[config.mk]
export PLATFORM = sky130hd
export DESIGN_NAME = bitmap_free_slot_finder_flat
export DESIGN_NICKNAME = d
export VERILOG_FILES = /design/src/rtl/core/bfsf_pkg.sv /design/src/rtl/core/bfsf_if.sv /design/src/rtl/core/bfsf_mem.sv /design/src/rtl/core/bfsf_word_unit.sv /design/src/rtl/core/bfsf_ctrl.sv /design/src/rtl/core/bitmap_free_slot_finder.sv /design/src/flat_wrapper.sv
export SDC_FILE = /design/constraint.sdc
export NUM_CORES = 1
export LEC_CHECK = 0
export BUFFER_PORTS_ARGS = -buffer_cell sky130_fd_sc_hd__buf_4
export CAP_MARGIN = 0
export CORE_ASPECT_RATIO = 0.6
export CORE_MARGIN = 1
export CORE_UTILIZATION = 35
export CTS_CLUSTER_SIZE = 24
export DETAILED_ROUTE_END_ITERATION = 6
export HOLD_SLACK_MARGIN = 0.08
export MAX_ROUTING_LAYER = met4
export PLACE_DENSITY_LB_ADDON = 0.1
export REMOVE_ABC_BUFFERS = 1
export SYNTH_ARGS = -nofsm -noshare
export SYNTH_HDL_FRONTEND = slang
export SYNTH_SLANG_ARGS = --single-unit
[constraint.sdc]
create_clock -name clock -period 17.3 [get_ports clock]
set_input_delay 2.595 -clock clock [delete_from_list [all_inputs] [get_ports clock]]
set_output_delay 2.595 -clock clock [all_outputs]
set_load 0.01 [all_outputs]
[src/rtl/core/bfsf_pkg.sv]
// bfsf_pkg: shared widths, opcodes, status codes and the word unit result type
// for the bitmap free slot finder; no dependencies
package bfsf_pkg;

   localparam int CSR_W  = 6;
   localparam int OP_W   = 3;
   localparam int IDX_W  = 10;
   localparam int BIT_W  = 5;
   localparam int WORD_W = 32;
   localparam int STAT_W = 2;

   localparam logic [WORD_W-1:0] FULL_WORD = 32'hFFFF_FFFF;

   localparam logic [OP_W-1:0] OP_SET    = 3'd0;
   localparam logic [OP_W-1:0] OP_UNSET  = 3'd1;
   localparam logic [OP_W-1:0] OP_GET    = 3'd2;
   localparam logic [OP_W-1:0] OP_SEARCH = 3'd3;
   localparam logic [OP_W-1:0] OP_CLEAR  = 3'd4;

   localparam logic [STAT_W-1:0] STAT_OK    = 2'd0;
   localparam logic [STAT_W-1:0] STAT_RANGE = 2'd1;
   localparam logic [STAT_W-1:0] STAT_NONE  = 2'd2;

   typedef struct packed {
      logic [WORD_W-1:0] new_word;
      logic              new_full;
      logic              bit_val;
      logic              has_zero;
      logic [BIT_W-1:0]  zero_pos;
   } wu_res_type;

endpackage

[src/rtl/core/bfsf_if.sv]
// bfsf_req_if and bfsf_rsp_if: valid/ready channels of the bitmap free slot finder
// depends on bfsf_pkg for field widths
interface bfsf_req_if;
   import bfsf_pkg::*;
   logic                valid;
   logic                ready;
   logic [OP_W-1:0]     op;
   logic [IDX_W-1:0]    bit_index;
   modport source (output valid, op, bit_index, input ready);
   modport sink (input valid, op, bit_index, output ready);
endinterface

interface bfsf_rsp_if;
   import bfsf_pkg::*;
   logic                valid;
   logic                ready;
   logic [STAT_W-1:0]   status;
   logic                bit_value;
   logic [IDX_W-1:0]    found_index;
   modport source (output valid, status, bit_value, found_index, input ready);
   modport sink (input valid, status, bit_value, found_index, output ready);
endinterface

[src/rtl/core/bfsf_mem.sv]
// bfsf_mem: bitmap word store, one write port and one registered read port
// depends on bfsf_pkg for the word width
module bfsf_mem #(
   parameter int  DEPTH = 32,
   localparam int AW    = (DEPTH > 1) ? $clog2(DEPTH) : 1
) (
   input  logic                        clock,
   input  logic                        wr_en,
   input  logic [AW-1:0]               wr_addr,
   input  logic [bfsf_pkg::WORD_W-1:0] wr_data,
   input  logic                        rd_en,
   input  logic [AW-1:0]               rd_addr,
   output logic [bfsf_pkg::WORD_W-1:0] rd_data
);
   import bfsf_pkg::*;

   logic [WORD_W-1:0] words_mem [DEPTH];
   logic [WORD_W-1:0] rd_data_ff;

   always_ff @(posedge clock) begin
      if (wr_en) begin
         words_mem[wr_addr] <= wr_data;
      end
      if (rd_en) begin
         rd_data_ff <= words_mem[rd_addr];
      end
   end

   assign rd_data = rd_data_ff;

endmodule

[src/rtl/core/bfsf_word_unit.sv]
// bfsf_word_unit: shared word datapath: bit update, bit read, full test and
// lowest clear bit search over one 32-bit word; depends on bfsf_pkg
module bfsf_word_unit (
   input  logic [bfsf_pkg::WORD_W-1:0] word,
   input  logic [bfsf_pkg::OP_W-1:0]   op,
   input  logic [bfsf_pkg::BIT_W-1:0]  bit_pos,
   output bfsf_pkg::wu_res_type        res
);
   import bfsf_pkg::*;

   logic [WORD_W-1:0] mask;
   logic [WORD_W-1:0] upd;
   logic [BIT_W-1:0]  pos;

   always_comb begin
      mask = WORD_W'(1) << bit_pos;
      case (op)
         OP_SET:   upd = word | mask;
         OP_UNSET: upd = word & ~mask;
         default:  upd = word;
      endcase
      // walk down so the lowest clear bit wins
      pos = '0;
      for (int j = WORD_W - 1; j >= 0; j--) begin
         if (!word[j]) begin
            pos = BIT_W'(j);
         end
      end
      res.new_word = upd;
      res.new_full = (upd == FULL_WORD);
      res.bit_val  = word[bit_pos];
      res.has_zero = (word != FULL_WORD);
      res.zero_pos = pos;
   end

endmodule

[src/rtl/core/bfsf_ctrl.sv]
// bfsf_ctrl: sequencer, word count register, anchor, clean mark and result register
// depends on bfsf_pkg and the bfsf_req_if / bfsf_rsp_if channels
module bfsf_ctrl #(
   parameter int  WORDS = 32,
   localparam int AW    = (WORDS > 1) ? $clog2(WORDS) : 1
) (
   input  logic                        clock,
   input  logic                        reset,
   bfsf_req_if.sink                    req_ch,
   bfsf_rsp_if.source                  rsp_ch,
   input  logic                        csr_we,
   input  logic [bfsf_pkg::CSR_W-1:0]  csr_wdata,
   output logic                        mem_wr_en,
   output logic [AW-1:0]               mem_wr_addr,
   output logic [bfsf_pkg::WORD_W-1:0] mem_wr_data,
   output logic                        mem_rd_en,
   output logic [AW-1:0]               mem_rd_addr,
   input  logic [bfsf_pkg::WORD_W-1:0] mem_rd_data,
   output logic [bfsf_pkg::WORD_W-1:0] wu_word,
   output logic [bfsf_pkg::OP_W-1:0]   wu_op,
   output logic [bfsf_pkg::BIT_W-1:0]  wu_bit,
   input  bfsf_pkg::wu_res_type        wu_res
);
   import bfsf_pkg::*;

   localparam int CW     = $clog2(WORDS + 1);
   localparam int XW     = (CW > BIT_W) ? CW : BIT_W;
   localparam int CMPW   = (CW > CSR_W) ? CW : CSR_W;
   localparam int RST_WC = (WORDS < 32) ? WORDS : 32;

   typedef enum logic [2:0] {S_IDLE, S_EVAL, S_FILL, S_SCAN, S_RESP} state_type;

   state_type          state_ff, state_in;
   logic [OP_W-1:0]    op_ff, op_in;
   logic [BIT_W-1:0]   bit_ff, bit_in;
   logic [CW-1:0]      addr_ff, addr_in;
   logic [CW-1:0]      word_count_ff, word_count_in;
   logic [CW-1:0]      mark_ff, mark_in;
   logic [CW-1:0]      anchor_ff, anchor_in;
   logic [CW-1:0]      ptr_ff, ptr_in;
   logic               pend_ff, pend_in;
   logic [WORD_W-1:0]  new_word_ff, new_word_in;
   logic               full_ff, full_in;
   logic [STAT_W-1:0]  res_status_ff, res_status_in;
   logic               res_bit_ff, res_bit_in;
   logic [IDX_W-1:0]   res_found_ff, res_found_in;
   logic               rsp_valid_ff, rsp_valid_in;
   logic [STAT_W-1:0]  rsp_status_ff, rsp_status_in;
   logic               rsp_bit_ff, rsp_bit_in;
   logic [IDX_W-1:0]   rsp_found_ff, rsp_found_in;

   logic [XW-1:0]      word_x;
   logic               in_range;
   logic               rd_zero;
   logic [XW-1:0]      addr_x;
   logic               upd_full;
   logic [CW-1:0]      anchor_wr;
   logic [CMPW-1:0]    csr_val;
   logic [CMPW-1:0]    csr_lim;

   assign word_x   = XW'(req_ch.bit_index[IDX_W-1:BIT_W]);
   assign in_range = word_x < XW'(word_count_ff);
   // words at or above the clean mark are logically zero
   assign rd_zero  = addr_ff >= mark_ff;
   assign addr_x   = XW'(addr_ff);
   assign wu_word  = rd_zero ? '0 : mem_rd_data;
   assign wu_op    = op_ff;
   assign wu_bit   = bit_ff;
   assign upd_full = (state_ff == S_EVAL) ? wu_res.new_full : full_ff;
   assign csr_val  = CMPW'(csr_wdata);
   assign csr_lim  = (csr_val > CMPW'(WORDS)) ? CMPW'(WORDS) : csr_val;

   assign req_ch.ready       = (state_ff == S_IDLE);
   assign rsp_ch.valid       = rsp_valid_ff;
   assign rsp_ch.status      = rsp_status_ff;
   assign rsp_ch.bit_value   = rsp_bit_ff;
   assign rsp_ch.found_index = rsp_found_ff;

   // anchor after a set or unset lands on word addr_ff
   always_comb begin
      anchor_wr = anchor_ff;
      if (op_ff == OP_SET) begin
         if (addr_ff == anchor_ff && upd_full) begin
            anchor_wr = anchor_ff + 1'b1;
         end
      end else if (addr_ff <= anchor_ff) begin
         anchor_wr = addr_ff;
      end
   end

   always_comb begin
      state_in      = state_ff;
      op_in         = op_ff;
      bit_in        = bit_ff;
      addr_in       = addr_ff;
      word_count_in = word_count_ff;
      mark_in       = mark_ff;
      anchor_in     = anchor_ff;
      ptr_in        = ptr_ff;
      pend_in       = pend_ff;
      new_word_in   = new_word_ff;
      full_in       = full_ff;
      res_status_in = res_status_ff;
      res_bit_in    = res_bit_ff;
      res_found_in  = res_found_ff;
      rsp_valid_in  = rsp_valid_ff && !rsp_ch.ready;
      rsp_status_in = rsp_status_ff;
      rsp_bit_in    = rsp_bit_ff;
      rsp_found_in  = rsp_found_ff;
      mem_wr_en     = 1'b0;
      mem_wr_addr   = '0;
      mem_wr_data   = '0;
      mem_rd_en     = 1'b0;
      mem_rd_addr   = '0;

      unique case (state_ff)
         S_IDLE: begin
            if (req_ch.valid) begin
               op_in         = req_ch.op;
               bit_in        = req_ch.bit_index[BIT_W-1:0];
               addr_in       = CW'(word_x);
               res_status_in = STAT_OK;
               res_bit_in    = 1'b0;
               res_found_in  = '0;
               unique case (req_ch.op) inside
                  OP_SET, OP_UNSET, OP_GET: begin
                     if (!in_range) begin
                        res_status_in = STAT_RANGE;
                        state_in      = S_RESP;
                     end else begin
                        mem_rd_en   = 1'b1;
                        mem_rd_addr = word_x[AW-1:0];
                        state_in    = S_EVAL;
                     end
                  end
                  OP_SEARCH: begin
                     ptr_in   = anchor_ff;
                     pend_in  = 1'b0;
                     state_in = S_SCAN;
                  end
                  OP_CLEAR: begin
                     mark_in   = '0;
                     anchor_in = '0;
                     state_in  = S_RESP;
                  end
                  default: begin
                     state_in = S_RESP;
                  end
               endcase
            end
         end
         S_EVAL: begin
            if (op_ff == OP_GET) begin
               res_bit_in = wu_res.bit_val;
               state_in   = S_RESP;
            end else begin
               new_word_in = wu_res.new_word;
               full_in     = wu_res.new_full;
               if (!rd_zero) begin
                  mem_wr_en   = 1'b1;
                  mem_wr_addr = addr_ff[AW-1:0];
                  mem_wr_data = wu_res.new_word;
                  anchor_in   = anchor_wr;
                  state_in    = S_RESP;
               end else begin
                  state_in = S_FILL;
               end
            end
         end
         S_FILL: begin
            // zero the words between the clean mark and the target first
            mem_wr_en = 1'b1;
            if (mark_ff == addr_ff) begin
               mem_wr_addr = addr_ff[AW-1:0];
               mem_wr_data = new_word_ff;
               mark_in     = addr_ff + 1'b1;
               anchor_in   = anchor_wr;
               state_in    = S_RESP;
            end else begin
               mem_wr_addr = mark_ff[AW-1:0];
               mem_wr_data = '0;
               mark_in     = mark_ff + 1'b1;
            end
         end
         S_SCAN: begin
            // check the word read last cycle while reading the next one
            if (pend_ff && wu_res.has_zero) begin
               anchor_in    = addr_ff;
               res_found_in = {addr_x[IDX_W-BIT_W-1:0], wu_res.zero_pos};
               state_in     = S_RESP;
            end else if (ptr_ff >= word_count_ff) begin
               res_status_in = STAT_NONE;
               state_in      = S_RESP;
            end else begin
               mem_rd_en   = 1'b1;
               mem_rd_addr = ptr_ff[AW-1:0];
               addr_in     = ptr_ff;
               pend_in     = 1'b1;
               ptr_in      = ptr_ff + 1'b1;
            end
         end
         S_RESP: begin
            if (!rsp_valid_ff || rsp_ch.ready) begin
               rsp_valid_in  = 1'b1;
               rsp_status_in = res_status_ff;
               rsp_bit_in    = res_bit_ff;
               rsp_found_in  = res_found_ff;
               state_in      = S_IDLE;
            end
         end
         default: begin
            state_in = S_IDLE;
         end
      endcase

      // growing the word count: newly included words read as zero
      if (csr_we) begin
         word_count_in = CW'(csr_lim);
         if (csr_lim > CMPW'(word_count_ff) && mark_in > word_count_ff) begin
            mark_in = word_count_ff;
         end
      end
   end

   always_ff @(posedge clock) begin
      op_ff         <= op_in;
      bit_ff        <= bit_in;
      addr_ff       <= addr_in;
      ptr_ff        <= ptr_in;
      new_word_ff   <= new_word_in;
      full_ff       <= full_in;
      res_status_ff <= res_status_in;
      res_bit_ff    <= res_bit_in;
      res_found_ff  <= res_found_in;
      rsp_status_ff <= rsp_status_in;
      rsp_bit_ff    <= rsp_bit_in;
      rsp_found_ff  <= rsp_found_in;
      if (reset) begin
         state_ff      <= S_IDLE;
         word_count_ff <= CW'(RST_WC);
         mark_ff       <= '0;
         anchor_ff     <= '0;
         pend_ff       <= 1'b0;
         rsp_valid_ff  <= 1'b0;
      end else begin
         state_ff      <= state_in;
         word_count_ff <= word_count_in;
         mark_ff       <= mark_in;
         anchor_ff     <= anchor_in;
         pend_ff       <= pend_in;
         rsp_valid_ff  <= rsp_valid_in;
      end
   end

`ifndef ASSERT_OFF
   a_clear_resets: assert property (@(posedge clock) disable iff (reset)
      (req_ch.valid && req_ch.ready && req_ch.op == OP_CLEAR)
      |=> (anchor_ff == '0 && mark_ff == '0))
      else $error("clear transaction did not reset anchor and clean mark");

   a_write_below_mark: assert property (@(posedge clock) disable iff (reset)
      mem_wr_en |=> (mark_ff > CW'($past(mem_wr_addr))))
      else $error("word written at or above the clean mark");

   a_fail_fields_zero: assert property (@(posedge clock) disable iff (reset)
      (rsp_valid_ff && rsp_status_ff != STAT_OK)
      |-> (rsp_found_ff == '0 && rsp_bit_ff == 1'b0))
      else $error("failed transaction carries nonzero data");
`endif

endmodule

[src/rtl/core/bitmap_free_slot_finder.sv]
// bitmap_free_slot_finder: bitmap allocator with first clear bit search
// depends on bfsf_pkg, bfsf_if, bfsf_mem, bfsf_word_unit and bfsf_ctrl
//
// req_ch carries one operation per transaction (op, bit_index); rsp_ch returns
// exactly one result per request (status, bit_value, found_index) in order.
// csr_we/csr_wdata write the word count; it saturates at WORDS and words that
// come back into use read as zero.
// req_ch.ready is high only while the sequencer is idle; one request is
// processed at a time, and a new one is taken while the last result waits.
// Clear, unused opcodes and out of range requests go straight to the
// response step; get and set/unset first read the target word, and a set or
// unset whose target still reads as zero zeroes the words from the clean
// mark up to the target before writing it. Search reads one word per cycle
// through the single read port starting at the anchor. The next request is
// taken in the cycle after a result is registered.
// Reset (synchronous) sets the word count to min(32, WORDS), the anchor to
// zero and the clean mark to zero, so the whole bitmap reads as zero with no
// clearing pass. A stalled rsp_ch holds its result; the next request then
// waits in the response step until the output register frees up.
module bitmap_free_slot_finder #(
   parameter int WORDS = 32
) (
   input  logic                       clock,
   input  logic                       reset,
   bfsf_req_if.sink                   req_ch,
   bfsf_rsp_if.source                 rsp_ch,
   input  logic                       csr_we,
   input  logic [bfsf_pkg::CSR_W-1:0] csr_wdata
);
   import bfsf_pkg::*;

   localparam int AW = (WORDS > 1) ? $clog2(WORDS) : 1;

   logic              mem_wr_en;
   logic [AW-1:0]     mem_wr_addr;
   logic [WORD_W-1:0] mem_wr_data;
   logic              mem_rd_en;
   logic [AW-1:0]     mem_rd_addr;
   logic [WORD_W-1:0] mem_rd_data;
   logic [WORD_W-1:0] wu_word;
   logic [OP_W-1:0]   wu_op;
   logic [BIT_W-1:0]  wu_bit;
   wu_res_type        wu_res;

   bfsf_ctrl #(.WORDS(WORDS)) u_ctrl (
      .clock       (clock),
      .reset       (reset),
      .req_ch      (req_ch),
      .rsp_ch      (rsp_ch),
      .csr_we      (csr_we),
      .csr_wdata   (csr_wdata),
      .mem_wr_en   (mem_wr_en),
      .mem_wr_addr (mem_wr_addr),
      .mem_wr_data (mem_wr_data),
      .mem_rd_en   (mem_rd_en),
      .mem_rd_addr (mem_rd_addr),
      .mem_rd_data (mem_rd_data),
      .wu_word     (wu_word),
      .wu_op       (wu_op),
      .wu_bit      (wu_bit),
      .wu_res      (wu_res)
   );

   bfsf_mem #(.DEPTH(WORDS)) u_mem (
      .clock   (clock),
      .wr_en   (mem_wr_en),
      .wr_addr (mem_wr_addr),
      .wr_data (mem_wr_data),
      .rd_en   (mem_rd_en),
      .rd_addr (mem_rd_addr),
      .rd_data (mem_rd_data)
   );

   bfsf_word_unit u_word_unit (
      .word    (wu_word),
      .op      (wu_op),
      .bit_pos (wu_bit),
      .res     (wu_res)
   );

endmodule

[src/flat_wrapper.sv]
// flat-port wrapper written by rule: the top's interface ports become plain ports
module bitmap_free_slot_finder_flat import bfsf_pkg::*;
#(
   parameter int WORDS = 32
)
  (clock, reset, csr_we, csr_wdata, req_ch_valid, req_ch_op, req_ch_bit_index, req_ch_ready, rsp_ch_valid, rsp_ch_status, rsp_ch_bit_value, rsp_ch_found_index, rsp_ch_ready);
  bfsf_req_if req_ch_i ();
  bfsf_rsp_if rsp_ch_i ();
  input  logic clock;
  input  logic reset;
  input  logic csr_we;
  input  logic [bfsf_pkg::CSR_W-1:0] csr_wdata;
  input wire logic [$bits(req_ch_i.valid)-1:0] req_ch_valid;
  input wire logic [$bits(req_ch_i.op)-1:0] req_ch_op;
  input wire logic [$bits(req_ch_i.bit_index)-1:0] req_ch_bit_index;
  output wire logic [$bits(req_ch_i.ready)-1:0] req_ch_ready;
  output wire logic [$bits(rsp_ch_i.valid)-1:0] rsp_ch_valid;
  output wire logic [$bits(rsp_ch_i.status)-1:0] rsp_ch_status;
  output wire logic [$bits(rsp_ch_i.bit_value)-1:0] rsp_ch_bit_value;
  output wire logic [$bits(rsp_ch_i.found_index)-1:0] rsp_ch_found_index;
  input wire logic [$bits(rsp_ch_i.ready)-1:0] rsp_ch_ready;
  assign req_ch_i.valid = req_ch_valid;
  assign req_ch_i.op = req_ch_op;
  assign req_ch_i.bit_index = req_ch_bit_index;
  assign req_ch_ready = req_ch_i.ready;
  assign rsp_ch_valid = rsp_ch_i.valid;
  assign rsp_ch_status = rsp_ch_i.status;
  assign rsp_ch_bit_value = rsp_ch_i.bit_value;
  assign rsp_ch_found_index = rsp_ch_i.found_index;
  assign rsp_ch_i.ready = rsp_ch_ready;
  bitmap_free_slot_finder #(.WORDS(WORDS)) u_core (.clock(clock), .reset(reset), .req_ch(req_ch_i), .rsp_ch(rsp_ch_i), .csr_we(csr_we), .csr_wdata(csr_wdata));
endmodule
Yosys cells after proc, flatten, opt, wreduce, memory -nomap -nowiden
Memories as Yosys holds them, arrays and structs flattened. A register that Yosys moved wholly into a read port is not among the register bits.
Cells that the tools add are included.
W data, S select, Z words.
- memory bits (writable): 1024
- flip-flop bits (word level): 102
- output and inout bits: 15
- memories: 1
- bits of input ports: 24
- logic and storage cells: 204
- memories (name ; depth ; bits a word ; read ports ; clocked after memory_dff ; write ports ; RTL line ; source):
    u_core.u_mem.words_mem ; 32 ; 32 ; 1 ; 1 ; 1 ; bfsf_mem.sv:17 ; logic [WORD_W-1:0] words_mem [DEPTH];
- equal/unequal tests: 27
- $lt $le $gt $ge: 8
- multiplexer cells: 117
- shift-type cells: 1
- add/subtract/negate cells: 4
- reduce and logical (&&, ||, !) cells: 24
- bitwise gates (word level): 4
- operators with widths (kind ; count):
    $mux W5 ; 40
    $mux W6 ; 22
    $mux W32 ; 4
    $pmux W32 S2 ; 2
    $pmux W6 S2 ; 3
    $and A32 B32 Y32 ; 1
    $eq A32 B32 Y1 const B ; 1
    $ne A32 B32 Y1 const B ; 1
    $not A32 Y32 ; 1
    $or A32 B32 Y32 ; 1
    $shl A1 B5 Y32 const A ; 1
    $add A6 B1 Y6 const B ; 4
    $mux W3 ; 8
    $pmux W6 S4 ; 1
    $mux W1 ; 21
    $mux W10 ; 2
    $pmux W10 S2 ; 1
    $pmux W5 S2 ; 2
    $ne A2 B2 Y1 const B ; 9
    $eq A3 B2 Y1 const B ; 5
    $pmux W3 S5 ; 1
    $eq A6 B6 Y1 ; 2
    $ge A6 B6 Y1 ; 2
    $gt A6 B6 Y1 ; 2
    other kinds (26) ; 48

Longest topological paths before layout
Gate-level depths: netlist (run 1).
- word-level depth: 36
- depth in mapped cells: 22
- gate-level depth less buffers: 21

Cells and area by module
From an unflattened synthesis (run 1), not the netlist that was laid out.
- cell total of the unflattened synthesis: 3070
- area total of the unflattened synthesis: 48306.3 µm²
- by module, submodules not included (module ; instances ; area an instance (µm²) ; seq. area each (µm²) ; cells an instance):
    bfsf_mem ; 1 ; 40812.9 ; 31710.4 ; 2260
    bfsf_ctrl ; 1 ; 5788.1 ; 2832.7 ; 550
    bfsf_word_unit ; 1 ; 1705.4 ; 0.0 ; 260

Worst setup path after synthesis (run 1)
OpenSTA, ideal clock, no wires.
- path kind: flip-flop to flip-flop
- start point: reg u_core.u_ctrl.op_ff[0], in the netlist u_core.u_ctrl.wu_op[0]
- end point: mem u_core.u_mem.words_mem[12][0] (enable)
- cell stages (with the launch flop): 10
- period minus slack after synthesis: 5.678 ns
- slack: 11.622 ns
- arrival time: 5.257 ns
- path through: edfxtp_1 clkbuf_1 clkbuf_1 nor2_1 a21oi_1 nand2_1 o21ai_0 a22o_1 nand3_1 nor2_1
- word-level cells in the longest chain between the ends: 5
- RTL lines (element ; RTL line ; source):
    from (decl) ; bfsf_ctrl.sv:34 ; logic [OP_W-1:0] op_ff, op_in;
    from (signal assigned) ; bfsf_ctrl.sv:226 ; op_ff <= op_in;
    $eq A3 B2 Y1 (*) ; bfsf_ctrl.sv:153 ; if (op_ff == OP_GET) begin
    $mux W1 ; bfsf_ctrl.sv:153 ;
    $pmux W1 S2 ; bfsf_ctrl.sv:116 ; unique case (state_ff)
    $mux W1 ; bfsf_mem.sv:21 ; if (wr_en) begin
    $mux W1 (not written as such) ; bfsf_mem.sv:22 ; words_mem[wr_addr] <= wr_data;
    to (decl) ; bfsf_mem.sv:17 ;
Mark *: on every way between the ends. The rest lies on a longest branch, timed or not.

Worst setup path in the final report (run 1)
- start point: in req_ch_bit_index[9]
- end point: reg u_core.u_mem.rd_data_ff[0], in the netlist u_core.u_mem.rd_data[0] (read register of u_core.u_mem.words_mem), data pin
- word-level cells in the longest chain between the ends: 5
- RTL lines (element ; RTL line ; source):
    from (decl) ; flat_wrapper.sv:15 ; input wire logic [$bits(req_ch_i.bit_index)-1:0] req_ch_bit_index;
    $lt A5 B6 Y1 ; bfsf_ctrl.sv:62 ; assign in_range = word_x < XW'(word_count_ff);
    $mux W5 / $mux W1 (equally long branches) ; bfsf_ctrl.sv:127 ; if (!in_range) begin
    $mux W5 / $mux W1 (equally long branches) ; bfsf_ctrl.sv:125 ; unique case (req_ch.op) inside
    $mux W5 / $mux W1 (equally long branches) ; bfsf_ctrl.sv:118 ; if (req_ch.valid) begin
    $pmux W5 S2 / $pmux W1 S2 (equally long branches) ; bfsf_ctrl.sv:116 ;
    to (decl) ; bfsf_mem.sv:18 ; logic [WORD_W-1:0] rd_data_ff;
Parallel ways exist; a longest one is shown, timed or not.
A chain may end at the register's enable or synchronous reset.

==> results of run 1 <==
cell families (layout without fill, tap and decap cells):
logic type | Yosys count | in the layout | synth area share, %
AO/OA/AOI/OAI | 669 | 669 | 9.537
multiplexers | 22 | 22 | 0.7186
other | 0 | 3 | 0
flip-flops | 1158 | 1158 | 71.88
buffers and inverters | 300 | 387 | 2.723
AND/OR/NAND/NOR | 1520 | 1520 | 13.98
adder cells (fa/ha/maj) | 37 | 37 | 0.9633
XOR/XNOR | 11 | 11 | 0.2005
power by group through the flow:
stage	Sequential, mW	Clock (mW)	Combinational, mW
final	3.15	2.49	0.444
after global routing	3.15	2.64	0.481
after CTS	3.15	2.53	0.440
after detailed placement	3.21	0	0.438
after global placement	3.21	0	0.438
after floorplan	3.19	0	0.330
flip-flops by register name (all words and copies together) (netlist names), 2 cells and up:
name / flops
u_core.u_ctrl.wu_op: 3
u_core.u_ctrl.wu_bit: 5
u_core.u_ctrl.word_count_ff: 6
u_core.u_ctrl.new_word_ff: 32
u_core.u_ctrl.mark_ff: 6
u_core.u_ctrl.res_status_ff: 2
u_core.u_ctrl.res_found_ff: 10
u_core.u_ctrl.rsp_ch.found_index: 10
u_core.u_mem.rd_data: 32
u_core.u_ctrl.addr_ff: 6
u_core.u_mem.words_mem: 1024
u_core.u_ctrl.anchor_ff: 6
u_core.u_ctrl.rsp_ch.status: 2
u_core.u_ctrl.ptr_ff: 6
u_core.u_ctrl.state_ff: 3
worst paths after layout:
kind	to	cells past startpoint	from	slack (ns)
setup / recovery	u_core.u_mem.rd_data[0]	14	req_ch_bit_index[9]	10.50
hold / removal	u_core.u_ctrl.rsp_ch.found_index[7]	0	u_core.u_ctrl.res_found_ff[7]	0.42
setup reg to reg	u_core.u_mem.words_mem[22][15]	8	u_core.u_ctrl.addr_ff[3]	10.95
hold reg to reg	u_core.u_ctrl.rsp_ch.found_index[7]	0	u_core.u_ctrl.res_found_ff[7]	0.42
final cells by class:
class	instances	area, um^2
Clock buffer	124	2805
Inverter	53	198.9
Fill cell	12642	80930
Tap cell	1802	2255
Clock inverter	77	819.5
Sequential cell	1158	34540
Multi-Input combinational cell	2259	12610
Antenna cell	3	7.507
Timing Repair Buffer	133	1036
routing by layer:
metal	part of all wire, %	vias to the layer above
li1	-	14046
met1	48	16278
met2	40	1458
met3	9.8	210
met4	2.1	0
met5	0	-
worst reg2reg max path, delay by kind of cell (launching register included):
| family | cells | cell delay [ns] |
|---|---|---|
| AND/OR/NAND/NOR | 3 | 2.51 |
| flip-flops | 1 | 0.79 |
| AO/OA/AOI/OAI | 3 | 1.48 |
| adder cells (fa/ha/maj) | 1 | 0.37 |
| buffers and inverters | 1 | 0.76 |
cell usage in the layout, fill, tap and decap left out, types with 17 or more instances in the layout:
cell type                   netlist  layout
sky130_fd_sc_hd__a211oi_1        36      36
sky130_fd_sc_hd__a21oi_1        194     193
sky130_fd_sc_hd__a221oi_1       135     135
sky130_fd_sc_hd__a22o_1          21      21
sky130_fd_sc_hd__a31oi_1        106     106
sky130_fd_sc_hd__and2_1          42      39
sky130_fd_sc_hd__and4_1          35      35
sky130_fd_sc_hd__buf_4            8     130
sky130_fd_sc_hd__clkbuf_16        0     110
sky130_fd_sc_hd__clkinv_1         0      30
sky130_fd_sc_hd__clkinv_2         0      18
sky130_fd_sc_hd__dfxtp_1         23      23
sky130_fd_sc_hd__edfxtp_1      1135    1135
sky130_fd_sc_hd__ha_1            37      37
sky130_fd_sc_hd__inv_1           52      52
sky130_fd_sc_hd__nand2_1        857     850
sky130_fd_sc_hd__nand3_1        294     294
sky130_fd_sc_hd__nand4_1         17      17
sky130_fd_sc_hd__nor2_1         138     105
sky130_fd_sc_hd__nor2_4           0      32
sky130_fd_sc_hd__nor3_1          43      43
sky130_fd_sc_hd__nor4_1          36      36
sky130_fd_sc_hd__o21a_1          35      34
sky130_fd_sc_hd__o21ai_0         50      34
per-stage QoR:
step,util (%),TNS [ns],instance area [um^2],total power [mW]
3_3_place_gp,37.46,0,50640,3.649
2_1_floorplan,-,-74.78,46950,3.520
3_5_place_dp,37.46,0,50640,3.649
6_report,40.14,0,54270,6.090
4_1_cts,40.14,0,54260,6.123
5_1_grt,40.14,0,54270,6.272
==> impl_summary.txt, run 1 <==
----------------------------------------------------
[Run status]
  Run status ... complete, no violations

[Routing]
  Vias ... 31,992
  Routed Wire Length ... 168.7 mm
  Initial drt markers ... 4,002
  WL per Instance ... 30.07 um
  Remaining antenna violation count after routing ... 0
  Detailed Routing Iterations Pass 1 ... 5
  Average vias per placed instance ... 5.704
  Number of DRC violations after detailed routing ... 0

[Timing]
  Number of endpoints failing setup at the final stage ... 0
  Share of the clock period used by the worst path after layout ... 39.31%
  Min Tclk post-route ... 6.801 ns
  Post-route setup slack ... 10.50 ns
  Final count of pins violating max slew ... 0
  Slew @ Worst Pin ... 1.307 ns
  Number of failing hold endpoints at the final stage ... 0
  Highest Clock Rate ... 147.0 MHz
  Post-Route Skew ... 0.04129 ns
  Worst max-slew margin expressed relative to the limit ... 12.90%
  Fin Hold WS ... 0.4161 ns
  RSZ-0062 raised after global routing ... no

[Flow run]
  Number of maximum-capacitance violations ... 0

[Pwr]
  Sw Share ... 24.46%
  Internal power component ... 4.601 mW
  Relative contribution of combinational cells to total power ... 7.3%
  Max rail drop VDD ... 0.08194 mV
  Power density relative to cell area ... 112.2 nW/um^2
  Sequential share of power ... 51.8%
  Part of the total power dissipated in the clock network ... 40.9%
  Leakage dissipation ... 17.15 nW
  Net switching power figure ... 1.490 mW

[Logic synthesis]
  Synthesized instance count ... 3,717
  Library cell with the largest summed area after synthesis ... sky130_fd_sc_hd__edfxtp_1
  Syn avg cell area ... 12.93 um^2
  Top cells by instance count after synthesis ... sky130_fd_sc_hd__edfxtp_1, sky130_fd_sc_hd__nand2_1, sky130_fd_sc_hd__nand3_1, sky130_fd_sc_hd__a21oi_1, sky130_fd_sc_hd__nor2_1
  Share of async-settable or async-resettable flops after synthesis ... 0%
  Top cells by area in the synthesized netlist ... sky130_fd_sc_hd__edfxtp_1, sky130_fd_sc_hd__nand2_1, sky130_fd_sc_hd__nand3_1, sky130_fd_sc_hd__a221oi_1, sky130_fd_sc_hd__a21oi_1
  Area share of the largest cell type after synthesis ... 70.92%
  Number of warning messages in the yosys log ... 0
  Distinct cells, synth ... 72
  Number of synthesized register bits ... 1,158
  Most numerous cell in the Yosys netlist ... sky130_fd_sc_hd__edfxtp_1
  Register area share after synthesis ... 71.88%
  Primary flip-flop cell chosen by synthesis mapping ... sky130_fd_sc_hd__edfxtp_1
  Number of synthesized flops with an enable pin ... 1,135
  Cell area after synthesis ... 48,060 um^2

[Placement]
  Count of placed standard cells including taps ... 5,405
  Input/output buffers ... 38
  Worst slack after detailed placement ... 9.767 ns
  Final GP Congestion ... 0.8787
  Estimated wirelength of the detail-placed design ... 91.41 mm

[Clock network]
  Worst-case clock buffer depth ... 3
  Total clock buffers created by CTS ... 109
  Worst-skew pair later-pin latency ... 0.75 ns
  Maximum level of the CTS H-tree ... 3
  Root buffer cell ... sky130_fd_sc_hd__clkbuf_16
  Number of buffers inserted for hold repair after clock tree synthesis ... 0
  Clock sinks ... 1,158
  Clock tree from TritonCTS ... yes
  Cts repair resizes ... 0
  Clock transition time at the flip-flop clock pins of the worst setup and hold paths ... 0.07 ns
  Setup repair bufs after CTS ... 0

[Global route]
  Met2 track demand over resource in global routing ... 32.47%
  Busiest layer in global routing ... met1
  First-pass GRT wire length ... 234.8 mm
  Met3 usage in global routing ... 6.429%
  Largest net degree at the start of global routing ... 154
  All-layer global routing usage ... 24.85%
  Antenna violations before repair ... 8
  Number of global-route vias before repair ... 29,288
  Overflow left after global routing ... 0
  Met1 layer usage reported by global route ... 37.85%

[Critical path]
  Dominant cell type by count on the critical path ... sky130_fd_sc_hd__a21oi_1
  Buffers and inverters on the worst path ... 3
  Cells along the critical path ... buf_4 > ha_1 > a21oi_1 > o2111ai_1 > a21oi_1 > nand2_1 > o21ai_4 > buf_12 > buf_4 > nand2_1 > nand3_1 > a21oi_1 > nor4_1 > and4_1
  Arr. time, crit path ... 7.42 ns
  Critical Path Fanout Max ... 104
  Worst path slowest cell ... sky130_fd_sc_hd__nor4_1
  Data required time of the critical path ... 17.92 ns
  Start-to-end type of the worst setup path ... in -> reg
  Cell family contributing the most delay on the critical path ... simple AND/OR/NAND/NOR gates
  Type of element capturing the critical path ... flip-flop
  Kind of start point of the critical path ... primary input
  Biggest cell delay along the critical path ... 0.94 ns

[Die]
  Number of primary I/O pins ... 39
  Overall die area ... 138,800 um^2
  Core area ... 135,200 um^2
  Die width ... 480.4 um
  Effective utilization at floorplan ... 35.55%
  Number of core rows ... 104
  Overall die height ... 289.0 um

[Final layout]
  Fraction of final layout cells sized beyond drive strength 1 ... 10.04%
  Number of nets in the layout ... 3,775
  Area added between synthesis and finish ... 12.93%
  Final non-filler cell total ... 5,609

[Min path]
  Hold Path Class ... reg -> reg

----------------------------------------------------
Power figures use the tool's default switching activity.
==> inputs of run 2 (changes only) <==
Clock period 17.3 ns to 6.6 ns, I/O delays scaled along.
==> impl_summary.txt, run 2 (synthesis results as in run 1) <==
----------------------------------------------------
[Routing]
  Highest signal layer in the routed design ... met4 (unchanged)
  Vias ... 32,171 (was 31,992)
  Initial drt markers ... 4,167 (was 4,002)
  Average vias per placed instance ... 5.707 (was 5.704)
  Total length of routed met3 wires ... 11.86 mm (was 16.49 mm)
  Post-route met1 wirelength ... 83.77 mm (was 81.37 mm)
  Detailed Routing Iterations Pass 1 ... 6 (was 5)
  Met2 routed WL ... 67.03 mm (was 67.19 mm)
  Routed Wire Length ... 165.2 mm (was 168.7 mm)
  Remaining antenna violation count after routing ... 0 (unchanged)
  WL per Instance ... 29.30 um (was 30.07 um)
  Number of DRC violations after detailed routing ... 0 (unchanged)

[Placement]
  Worst slack after detailed placement ... 1.530 ns (was 9.767 ns)
  Input/output buffers ... 38 (unchanged)
  Post-DP Area ... 51,280 um^2 (was 50,640 um^2)
  Estimated wirelength of the detail-placed design ... 95.73 mm (was 91.41 mm)
  Count of placed standard cells including taps ... 5,438 (was 5,405)
  Final GP Congestion ... 0.9339 (was 0.8787)

[Final layout]
  Fraction of final layout cells sized beyond drive strength 1 ... 10.77% (was 10.04%)
  Final non-filler cell total ... 5,637 (was 5,609)
  Commonest cells after routing, fill and taps aside ... sky130_fd_sc_hd__edfxtp_1, sky130_fd_sc_hd__nand2_1, sky130_fd_sc_hd__nand3_1, sky130_fd_sc_hd__a21oi_1, sky130_fd_sc_hd__a221oi_1 (unchanged)
  Antenna fix cells ... 0 (was 3)
  Commonest non-fill, non-tap cell in the layout ... sky130_fd_sc_hd__edfxtp_1 (unchanged)
  Largest register FFs ... 1,024 (unchanged)
  Finished layout cell area ... 54,790 um^2 (was 54,270 um^2)
  Number of nets in the layout ... 3,808 (was 3,775)
  Reg with most FFs ... u_core.u_mem.words_mem (unchanged)
  Core occupancy in the finished layout ... 40.53% (was 40.14%)
  Area added between synthesis and finish ... 14.01% (was 12.93%)

[Die]
  Overall die height ... 289.0 um (unchanged)
  Number of core rows ... 104 (unchanged)
  Core area ... 135,200 um^2 (unchanged)
  Number of primary I/O pins ... 39 (unchanged)
  Effective utilization at floorplan ... 35.55% (unchanged)
  Die width ... 480.4 um (unchanged)
  Overall die area ... 138,800 um^2 (unchanged)

[Timing]
  Final count of pins violating max slew ... 0 (unchanged)
  Highest Clock Rate ... 198.6 MHz
  Share of the clock period used by the worst path after layout ... 76.28%
  Min Tclk post-route ... 5.035 ns
  Worst max-slew margin expressed relative to the limit ... 12.10% (was 12.90%)
  Post-Route Skew ... 0.03058 ns (was 0.04129 ns)
  Number of failing hold endpoints at the final stage ... 0 (unchanged)
  Slew @ Worst Pin ... 1.319 ns (was 1.307 ns)
  Number of endpoints failing setup at the final stage ... 0 (unchanged)
  Post-route setup slack ... 1.565 ns (was 10.50 ns)
  RSZ-0062 raised after global routing ... no (unchanged)
  Fin Hold WS ... 0.4225 ns (was 0.4161 ns)

[Pwr]
  Max rail drop VDD ... 0.2082 mV (was 0.08194 mV)
  Power density relative to cell area ... 289.0 nW/um^2 (was 112.2 nW/um^2)
  Leakage dissipation ... 17.36 nW (was 17.15 nW)

[Min path]
  Hold Path Class ... reg -> reg (unchanged)

[Critical path]
  Kind of start point of the critical path ... flip-flop (was primary input)
  Critical Path Fanout Max ... 12 (was 104)
  Arr. time, crit path ... 5.61 ns (was 7.42 ns)
  Data required time of the critical path ... 7.17 ns (was 17.92 ns)
  Start-to-end type of the worst setup path ... reg -> reg (was in -> reg)
  Type of element capturing the critical path ... flip-flop (unchanged)

[Global route]
  First-pass GRT wire length ... 233.4 mm (was 234.8 mm)
  Number of global-route vias before repair ... 29,642 (was 29,288)
  Overflow left after global routing ... 0 (unchanged)
  All-layer global routing usage ... 24.36% (was 24.85%)
  Largest net degree at the start of global routing ... 124 (was 154)
  Antenna violations before repair ... 5 (was 8)

[Clock network]
  Total clock buffers created by CTS ... 109 (unchanged)
  Worst-skew pair later-pin latency ... 0.73 ns (was 0.75 ns)
  Clock sinks ... 1,158 (unchanged)
  Cts repair resizes ... 0 (unchanged)
  Root buffer cell ... sky130_fd_sc_hd__clkbuf_16 (unchanged)
  Setup repair bufs after CTS ... 0 (unchanged)
  Clock transition time at the flip-flop clock pins of the worst setup and hold paths ... 0.07 ns (about the same)
  Worst-case clock buffer depth ... 3 (unchanged)
  Maximum level of the CTS H-tree ... 3 (unchanged)
  Clock tree from TritonCTS ... yes (unchanged)
  Number of buffers inserted for hold repair after clock tree synthesis ... 0 (unchanged)

[Run status]
  Run status ... complete, no violations (unchanged)

[Flow run]
  Number of maximum-capacitance violations ... 0 (unchanged)

----------------------------------------------------
==> run 2: changes by cell type in the layout (fill, tap and decap cells not counted), sizes merged <==
cell      previous run  this run
clkbuf             124       134
clkinvlp             6         7
clkinv              54        44
diode                3         0
buf                133       166
inv                 57        56
bufinv              13        11
==> run 2: power by group <==
part	internal (mW)	leakage, nW	total (mW)	switching, mW
combinational	0.360	6.18	1.19	0.827
sequential	8.14	9.49	8.27	0.131
clock	3.53	1.70	6.38	2.86
==> run 2: critical path: stages (launching register included) <==
cell and delay [ns]:
sky130_fd_sc_hd__edfxtp_1 0.54, sky130_fd_sc_hd__ha_1 0.36, sky130_fd_sc_hd__nand2_1 0.10, sky130_fd_sc_hd__or3_1 0.59
sky130_fd_sc_hd__mux2i_1 0.28, sky130_fd_sc_hd__or3_1 0.53, sky130_fd_sc_hd__a21o_1 0.23, sky130_fd_sc_hd__xor2_1 0.15
sky130_fd_sc_hd__nor2_1 0.06, sky130_fd_sc_hd__o21ai_0 0.26, sky130_fd_sc_hd__nand2_1 0.14, sky130_fd_sc_hd__ha_1 0.31
sky130_fd_sc_hd__nand4_1 0.11, sky130_fd_sc_hd__nor2_1 0.13, sky130_fd_sc_hd__nor2_1 0.05, sky130_fd_sc_hd__a22oi_1 0.17
sky130_fd_sc_hd__o2111ai_1 0.47, sky130_fd_sc_hd__nor2_1 0.31, sky130_fd_sc_hd__a311oi_1 0.08
==> run 2: worst paths after layout <==
| path | from | end | cells past startpoint | slack, ns |
|---|---|---|---|---|
| hold / removal | u_core.u_ctrl.res_found_ff[1] | u_core.u_ctrl.rsp_ch.found_index[1] | 0 | 0.42 |
| setup reg to reg | u_core.u_ctrl.addr_ff[3] | u_core.u_ctrl.mark_ff[5] | 18 | 1.57 |
| hold reg to reg | u_core.u_ctrl.res_found_ff[1] | u_core.u_ctrl.rsp_ch.found_index[1] | 0 | 0.42 |
| setup / recovery | u_core.u_ctrl.addr_ff[3] | u_core.u_ctrl.mark_ff[5] | 18 | 1.57 |
==> run 2: layout make-up <==
type | count | area [um^2]
sequential | 1158 | 34540
clock inverter | 65 | 620.6
multi-input combinational | 2259 | 12600
tap | 1802 | 2255
inverter | 53 | 198.9
timing repair buffer | 166 | 1697
fill | 12614 | 80410
clock buffer | 134 | 2883
==> run 2: through the flow <==
| stage | TNS, ns | total power [mW] |
|---|---|---|
| after floorplan | -417.18 | 9.226 |
| after global placement | 0 | 9.593 |
| after detailed placement | 0 | 9.589 |
| after CTS | 0 | 15.94 |
| after global routing | 0 | 16.33 |
| final | 0 | 15.83 |
==> run 2: routing by layer <==
layer	vias up	global-route usage (%)
li1	14105	-
met5	-	-
met1	16558	39.12
met3	161	3.219
met4	0	4.108
met2	1347	32.37
